### src/svmix_ram.sv
module svmix_ram #(
    parameter int WIDTH = 16,
    parameter int DEPTH = 256
) (
    input  logic                     i_clk,
    input  logic                     i_we,
    input  logic [$clog2(DEPTH)-1:0] i_waddr,
    input  logic [WIDTH-1:0]         i_wdata,
    input  logic [$clog2(DEPTH)-1:0] i_raddr,
    output logic [WIDTH-1:0]         o_rdata
);
    logic [WIDTH-1:0] r_mem [DEPTH];
    logic [WIDTH-1:0] r_rdata;

    always_ff @(posedge i_clk) begin
        if (i_we) begin
            r_mem[i_waddr] <= i_wdata;
        end
        r_rdata <= r_mem[i_raddr];
    end

    assign o_rdata = r_rdata;
endmodule

### config.mk
export PLATFORM = sky130hd
export DESIGN_NAME = svmix_ram
export DESIGN_NICKNAME = d
export VERILOG_FILES = /design/src/svmix_ram.sv
export SDC_FILE = /design/constraint.sdc
export NUM_CORES = 2
export LEC_CHECK = 0
export CORE_MARGIN = 10
export CORE_UTILIZATION = 38
export DETAILED_ROUTE_END_ITERATION = 12
export DONT_BUFFER_PORTS = 1
export PLACE_DENSITY = 0.49
export SLEW_MARGIN = 20
export SYNTH_ARGS = -nofsm -noshare
export SYNTH_HDL_FRONTEND = slang
export SYNTH_SLANG_ARGS = --single-unit
### constraint.sdc
create_clock -name i_clk -period 4.8 [get_ports i_clk]
set_input_delay 0.48 -clock i_clk [delete_from_list [all_inputs] [get_ports i_clk]]
set_output_delay 0.48 -clock i_clk [all_outputs]
set_load 0.01 [all_outputs]
==> flow_summary_export.csv <==
group,metric,value,unit
cts,insertion_delay,0.99,ns
power,p_per_area,415,nW/um^2
grt,first_global_vias,79100,
worst_setup_path,critical_path_class,"in -> reg",
worst_hold_path,hold_class,"in -> reg",
floorplanning,fp.dieArea,444000,um^2
worst_setup_path,cpMaxStageDelayCell,"mux4_2",
yosys,synth.area.top_cells,"edfxtp_1, mux4_2, mux2i_1",
worst_setup_path,critPathMostFrequentCell,"buf_16",
power,switching_share,0.215,
yosys,synthFlopType,"edfxtp_1",
cts,path_clk_slew,0.06,ns
route,drt-vias-per-instance,5.71,
grt,gr-total-overflow,0,
route,drt_wl_total,460,mm
grt,antenna_found_initial,21,
worst_setup_path,start_kind,"input pin",
timing,period_share,0.921,
floorplanning,ios,50,
worst_setup_path,worst_setup_path_end_kind,"flip-flop",
timing,holdWs,0.00235,ns
floorplanning,die_x,666,um
floorplanning,initial_core_util,0.381,
yosys,postSynthCellCount,7360,
yosys,synth-seq-cells,4112,
worst_setup_path,critPathMaxFanout,74,
grt,grt_pass1_wl,637,mm
cts,root_buffer,"clkbuf_16",
worst_setup_path,critPathMaxStageDelay,0.55,ns
yosys,synth_nets,7394,
placed_design,dp_hpwl,245,mm
placed_design,place_ws,-1.72,ns
yosys,syn_area_per_cell,21.6,um^2
yosys,ys_types,52,
cts,clkSinkCount,4112,
power,p_leak,0.0581,uW
yosys,synthArstFlopShare,0,
timing,rsz0062_at_grt,"false",
yosys,synth_area,159000,um^2
timing,setup_violations,0,
power,p_clk_frac,0.430,
grt,grt_max_degree,738,
timing,setup_ws,0.379,ns
route,vias,79000,
power,comb_power_share,0.050,
timing,fmax,226,MHz
cts,cts.htree.levels,5,
power,p_sw,16400,uW
worst_setup_path,cp_top_family,"buffers and inverters",
cts,cts_tree,"yes",
flow_run,cap_violations,0,
yosys,ys_warn_count,0,
worst_setup_path,crit_buf_inv,9,
timing,min_period,4.42,ns
floorplanning,core,416000,um^2
floorplanning,fp.dieH,666,um
yosys,synth_edf_count,4096,
route,dr.pass1.iters,6,
route,drc,0,
route,drtIter0Drc,8310,
timing,finalMaxSlewViolations,0,
yosys,yosysTopAreaCell,"edfxtp_1",
cts,cts_buffer_depth,4,
layout,fin_nets,8009,
worst_setup_path,cp.arrival,5.29,ns
power,power.share.sequential,0.520,
floorplanning,rows,237,
timing,hold_violations,0,
timing,fin_worst_skew,0.0689,ns
layout,syn2layout_area_growth,15.9,%
power,p_int,59900,uW
placed_design,port_buffers,0,
layout,layoutNonFillerInstCount,13800,
timing,slew_headroom,0.232,
grt,grt_use_total,0.201,
yosys,ys_seq_area_frac,0.777,
outcome,status,"complete, no violations",
cts,numCtsBuffers,428,
route,wl_per_cell,33.2,um
placed_design,placed_cells,13000,
power,power,76300,uW
route,postRouteAntennaNets,0,
yosys,synth_top_cell_area_share,0.775,
worst_setup_path,cp.required,5.67,ns
layout,drive_gt1_frac,0.275,
worst_setup_path,crit_chain,"buf_16, buf_16, buf_16, buf_16, buf_16, buf_16, buf_16, mux4_2, o22ai_1, nor3_1, buf_4, nor3_1, buf_4, nor4_1",
timing,worst_pin_slew,1.12,ns
placed_design,gp_routability_congestion,0.783,
power,ir_drop,0.292,mV
cts,cts_setup_buffers,0,
==> per-stage QoR <==
stage | utilization | TNS (ns) | cell area, um^2
final | 0.442 | 0 | 184000
after CTS | 0.440 | 0 | 183000
after floorplan | - | 0 | 159000
after detailed placement | 0.404 | -23.87 | 168000
after global placement | 0.404 | -36.13 | 168000
after global routing | 0.442 | 0 | 184000
==> placed cells by master (no fill, tap or decap), types with 14 or more instances in the layout <==
| cell type | n |
|---|---|
| a211oi_1 | 18 |
| a21oi_1 | 175 |
| a221oi_1 | 28 |
| a22o_1 | 32 |
| a22oi_1 | 43 |
| buf_12 | 21 |
| buf_16 | 57 |
| buf_4 | 534 |
| bufinv_16 | 41 |
| clkbuf_1 | 92 |
| clkbuf_16 | 439 |
| clkinv_1 | 104 |
| clkinv_2 | 71 |
| clkinvlp_4 | 14 |
| dfxtp_1 | 16 |
| dlygate4sd3_1 | 15 |
| edfxtp_1 | 4096 |
| mux2_2 | 88 |
| mux2i_1 | 565 |
| mux4_2 | 797 |
| nand2_1 | 35 |
| nand3_1 | 25 |
| nand4_1 | 26 |
| nor2_1 | 152 |
| nor2_2 | 122 |
| nor2_4 | 30 |
| nor3_1 | 88 |
| nor4_1 | 16 |
| o21ai_0 | 36 |
| o221ai_1 | 252 |
| o22ai_1 | 148 |
| o31ai_1 | 16 |
| o32ai_1 | 19 |
==> timing repair <==
action                     in CTS  in global routing
gates resized for setup         1                  1
setup endpoints to repair      16                 15
hold endpoints to repair     3736                219
cloned                          5                  5
hold buffers                   29                  9
pin swaps                       0                  0
==> power by group through the flow <==
stage	registers [uW]	clock network [uW]	logic, uW
after detailed placement	40500	0	2890
final	39700	32800	3820
after CTS	39700	33500	3660
after global placement	40400	0	2890
after global routing	39700	34900	4040
after floorplan	40400	0	1950
==> cell families after synthesis <==
| group | after synthesis | synth area share |
|---|---|---|
| AOI/OAI and AO/OA | 786 | 0.0354 |
| and+or+nand+nor | 556 | 0.0157 |
| DFF | 4112 | 0.777 |
| muxes | 1450 | 0.155 |
| buffers and inverters | 456 | 0.0169 |
==> cells in the mapped netlist, drive strengths merged, types with 3 or more instances <==
master and count:
a211oi 18, clkbuf 230, or2 5, mux2 88, nor2 304, a2111oi 6
nand2b 3, nor3 92, dfxtp 16, o31ai 16, nand4b 3, buf 222
and3 11, nand3 35, o21ai 38, a22o 32, a31oi 6, nor2b 9
o32ai 21, nand2 38, o221ai 253, a221oi 28, o22ai 148, a21oi 175
nand4 26, a22oi 43, edfxtp 4096, mux2i 565, inv 4, nor4 18
mux4 797
==> worst register-to-register path, cell delays in order, from the launching register on <==
cell,delay [ns]
edfxtp_1,0.36
mux4_2,0.51
mux4_2,0.53
a22o_1,0.41
o32ai_1,0.51
buf_4,0.27
nor4_1,0.08
==> final timing paths <==
check / from / end / slack [ns] / cells after the start
min reg2reg: r_mem[92][6]$_DFFE_PP_ / o_rdata[6]$_DFF_P_ / 1.06 / 5
min: i_wdata[5] / r_mem[159][5]$_DFFE_PP_ / 0.002 / 1
max reg2reg: r_mem[51][15]$_DFFE_PP_ / o_rdata[15]$_DFF_P_ / 1.92 / 6
max: i_raddr[0] / o_rdata[13]$_DFF_P_ / 0.38 / 14
==> layout make-up <==
| type | instances | area (um^2) |
|---|---|---|
| antenna | 10 | 25.0 |
| clock inverter | 260 | 2580 |
| tap | 5497 | 6880 |
| sequential | 4112 | 123000 |
| multi-input combinational | 2792 | 33400 |
| fill | 35600 | 232000 |
| timing repair buffer | 637 | 6440 |
| clock buffer | 531 | 11300 |
| inverter | 4 | 27.5 |
==> state kept, by name, summed over array words and instances, names as in the netlist <==
register,flops
o_rdata,16
r_mem,4096
==> metal layers <==
layer  part of all wire  vias up  wire length, um  global-route usage
li1                   -    32600                -                   -
met1               0.43    43100           196000               0.282
met2               0.48     2799           222000               0.327
met3              0.068      516            31300              0.0363
met4              0.024        2            11000              0.0467
met5           0.000028        -               13                   0
Power figures use the tool's default switching activity.
