===== src/svmix_sat.sv =====
module svmix_sat #(
    parameter int ACC_W       = 39,
    parameter int SAMPLE_BITS = 16,
    parameter int SHIFT       = 14
) (
    input  logic signed [ACC_W-1:0]       i_acc,
    output logic signed [SAMPLE_BITS-1:0] o_sample
);
    localparam logic signed [ACC_W:0] HALF = (ACC_W+1)'(1) <<< (SHIFT - 1);
    localparam logic signed [ACC_W:0] HI   = (ACC_W+1)'((1 << (SAMPLE_BITS - 1)) - 1);
    localparam logic signed [ACC_W:0] LO   = -HI - (ACC_W+1)'(1);

    logic signed [ACC_W:0] sum;
    logic signed [ACC_W:0] shr;

    // round half up, then clamp
    always_comb begin
        sum = (ACC_W+1)'(i_acc) + HALF;
        shr = sum >>> SHIFT;
        if (shr > HI) begin
            o_sample = HI[SAMPLE_BITS-1:0];
        end else if (shr < LO) begin
            o_sample = LO[SAMPLE_BITS-1:0];
        end else begin
            o_sample = shr[SAMPLE_BITS-1:0];
        end
    end
endmodule


===== config.mk =====
export PLATFORM = sky130hd
export DESIGN_NAME = svmix_sat
export DESIGN_NICKNAME = d
export VERILOG_FILES = /design/src/svmix_sat.sv
export SDC_FILE = /design/constraint.sdc
export NUM_CORES = 1
export LEC_CHECK = 0
export BUFFER_PORTS_ARGS = -buffer_cell sky130_fd_sc_hd__buf_2
export CORE_MARGIN = 4
export CORE_UTILIZATION = 45
export DETAILED_ROUTE_END_ITERATION = 16
export PLACE_DENSITY = 0.86
export SLEW_MARGIN = 5
export SYNTH_ARGS = -nofsm -noshare
export SYNTH_HDL_FRONTEND = slang
export SYNTH_SLANG_ARGS = --single-unit
export TNS_END_PERCENT = 30

===== constraint.sdc =====
create_clock -name vclk -period 2.2
set_clock_uncertainty 0.1 [all_clocks]
set_input_delay 0 -clock vclk [all_inputs]
set_output_delay 0 -clock vclk [all_outputs]
set_load 0.02 [all_outputs]

==> results.json, run 1 <==
{
  "status": "aborted with a tool error",
  "lastStage": "5_1_grt",
  "firstError": "[ERROR DPL-0038] Utilization greater than 100%, impossible to legalize",
  "dpl.hpwl_um": 2484,
  "yosysMostFrequentCell": "nand2_1",
  "post-synth-top-area-fraction_pct": 8.576,
  "ys_seq_area_share_pct": 0,
  "yosys_warnings": 0,
  "grt_max_degree": 11,
  "synth_commonest_cells": "nand2_1 (15), xnor2_1 (8), xor2_1 (8)",
  "syn_inst": 123,
  "syn_avg_cell_area_um2": 6.643,
  "crit_endpoint": "o_sample[4]",
  "die_x_um": 50.61,
  "initial_core_util_pct": 47.32,
  "die-height_um": 50.61,
  "worst_endpoint_kind": "output port",
  "syn-cell-area_um2": 817.0,
  "io_pins": 55,
  "synth_top_area_cell": "xnor2_1",
  "numPortBuffers": 42,
  "synth.area.top_cells": "xnor2_1 (8.6%), xor2_1 (8.6%), nand2_1 (6.9%)",
  "place_area_um2": 1239,
  "synth_fp_nets": 163,
  "synth_cell_types": 38,
  "place_congestion": 0.8773,
  "rows": 15
}
==> through the flow <==
stage | setup WS [ps] | TNS [ps] | std cells | hold slack [ps]
floorplan | 44.00 | 0 | 123 | 92.97
global placement | -286.3 | -3480 | 213 | 303.5
detailed placement | -446.9 | -5447 | 213 | 320.6
CTS | -42.94 | -486.4 | 222 | 317.6
==> cell families after synthesis <==
family | share of synthesized area (%)
compound gates | 31.24
xor+xnor | 17.15
fa+ha+maj | 1.531
buf+inv | 5.666
mux | 1.225
simple gates | 43.19
==> what timing repair did <==
| item | CTS |
|---|---|
| gates cloned | 1 |
| hold buffers | 0 |
| endpoints found under the setup margin | 15 |
| pin swaps | 7 |
| setup buffers | 8 |
| gates resized for setup | 62 |
==> inputs of run 2 (changes only) <==
- CORE_AREA: not set -> 4 4 65 67
- CORE_MARGIN: 4 -> not set
- CORE_UTILIZATION: 45 -> not set
- DIE_AREA: not set -> 0 0 69 71
- PLACE_DENSITY: 0.86 -> not set
- PLACE_DENSITY_LB_ADDON: not set -> 0.15
==> run 2 against run 1 <==
Effect of this change: the run now ends clean; area after synthesis unchanged; synthesized cell count unchanged.
==> results.json, run 2 <==
{
  "ys_seq_area_share_pct": 0,
  "drt-initial-drc-count": 32,
  "mostFrequentLayoutCell": "buf_2",
  "route.detailed.drc": 0,
  "synth-compound-area-share_pct": 31.24,
  "wire_per_inst_um": 13.76,
  "firstDrtPassIters": 4,
  "diodes": 0,
  "path_max_fanout": 8,
  "setup-tns-final_ps": 0,
  "yosys.area_share.simple_pct": 43.19,
  "synth_fa_ha_area_share_pct": 1.531,
  "yosys_warnings": 0,
  "status": "finished clean",
  "syn_inst": 123,
  "fillers": 376,
  "die-height_um": 71,
  "die_area_um2": 4899,
  "yosysMostFrequentCell": "nand2_1",
  "synth_mux_area_share_pct": 1.225,
  "dr_total_vias": 1198,
  "start_kind": "input pin",
  "final-seq-area_um2": 0,
  "via_per_inst": 5.013,
  "max_stage_delay_ps": 630,
  "ant_nets": 0,
  "fin_cells": 239,
  "place_area_um2": 1247,
  "numPortBuffers": 42,
  "crit_chain": "buf_8 -> ha_4 -> nand3_2 -> or4_4 -> buf_4 -> nor3_2 -> a21oi_2 -> o31ai_4 -> buf_6 -> o21ai_2 -> buf_6",
  "grt_max_degree": 10,
  "hold_viol": 0,
  "crit_top_cell": "buf_6",
  "arrival_ps": 2050,
  "required_ps": 2100,
  "fmax_mhz": 464.7,
  "holdBufCountCts": 0,
  "setup_viol": 0,
  "slew_viol_final": 0,
  "p_per_area_nw_per_um2": 168.7,
  "grt_pass1_vias": 1176,
  "synth-xor-area-share_pct": 17.15,
  "cap_viol_max_count": 0,
  "p_leak_nw": 0.6348,
  "place_congestion": 0.8404,
  "final_area_um2": 1620,
  "rows": 22,
  "n_clock_buffer": 0,
  "worst_slew_pin_slew_ps": 492.5,
  "synth_fp_nets": 163,
  "syn_avg_cell_area_um2": 6.643,
  "synth_top_area_cell": "xnor2_1",
  "synth_cell_types": 38,
  "die_x_um": 69,
  "fp.coreArea_um2": 3633,
  "slowest_stage": "or4_4",
  "synth.area.top_cells": "xnor2_1 (8.6%), xor2_1 (8.6%), nand2_1 (6.9%)",
  "crit_type": "in2out",
  "synth_commonest_cells": "nand2_1 (15), xnor2_1 (8), xor2_1 (8)",
  "slew_headroom_pct": 67.04,
  "rsz0062_at_grt": "yes",
  "antenna_found_initial": 0,
  "post-synth-top-area-fraction_pct": 8.576,
  "grt_use_total_pct": 12.63,
  "syn2layout_area_growth_pct": 98.31,
  "design.seq.count": 0,
  "initial_core_util_pct": 22.49,
  "irDropWorstVdd_v": 0.00006379,
  "hp-class": "in2out",
  "dpl.hpwl_um": 2442,
  "layout.nets": 233,
  "syn-cell-area_um2": 817.0,
  "drive_above_1_share_pct": 57.07,
  "fin_crit_sh_pct": 97.81,
  "cp-end-kind": "primary output",
  "routed_wl_um": 3289,
  "grt_pass1_wl_um": 5499,
  "numPlacedInstances": 235,
  "final_cell_mix": "buf_2 (25), buf_4 (23), buf_6 (21), nand2_1 (15), o21ai_2 (10)",
  "io_pins": 55,
  "fin_crit_ps": 2152,
  "synth_top_family_by_area": "simple AND/OR/NAND/NOR gates",
  "overflow": 0
}
-- run 2: power breakdown --
group,switching [mW],internal [mW]
Sequential,0,0
Clock,0,0
Combinational,0.147,0.126
-- run 2: metal layers --
layer / up-vias / part of all wire [%] / track usage, %
met4: 0 / 0.30 / 0
met3: 2 / 4.4 / 1.420
met5: - / 0 / 0
li1: 608 / - / -
met1: 555 / 45 / 16.97
met2: 33 / 51 / 22.99
-- run 2: worst max-delay path: cells and delay by family --
family                     cells  cell delay [ps]
and+or+nand+nor                3              860
AOI/OAI and AO/OA              3              400
adders and majority gates      1              140
buffers and inverters          4              640
-- run 2: path summary, 6_finish.rpt --
check / from / cells after the start / endpoint
worst max-delay path: i_acc[13] / 11 / o_sample[4]
worst min-delay path: i_acc[28] / 4 / o_sample[14]
-- run 2: through the flow --
| stage | setup WS [ps] | utilization, % | power, mW | hold slack (ps) |
|---|---|---|---|---|
| 2_1_floorplan | 44.00 | - | 0.09586 | 92.97 |
| 3_3_place_gp | -308.6 | 34.33 | 0.1959 | 352.0 |
| 3_5_place_dp | -427.6 | 34.33 | 0.1973 | 357.7 |
| 4_1_cts | -10.70 | 41.18 | 0.2562 | 321.8 |
| 5_1_grt | -75.27 | 44.59 | 0.2943 | 340.4 |
| 6_report | 48.16 | 44.59 | 0.2733 | 309.2 |
-- run 2: final cells by class --
type	instances	area (um^2)	area share, %
Tap cell	48	60.06	3.707
Inverter	5	18.77	1.158
Timing Repair Buffer	71	564.3	34.83
Multi-Input combinational cell	115	977.2	60.31
-- run 2: kinds of logic after synthesis --
family | after synthesis
simple gates | 60
compound gates | 37
xor+xnor | 16
buf+inv | 8
mux | 1
fa+ha+maj | 1
-- run 2: what timing repair did --
item	CTS	global route
resized for setup	53	33
buffers inserted	3	2
cloned	1	0
pin swaps	8	11
setup endpoints to repair	15	15
No activity file was read; power rests on OpenSTA's default activity.
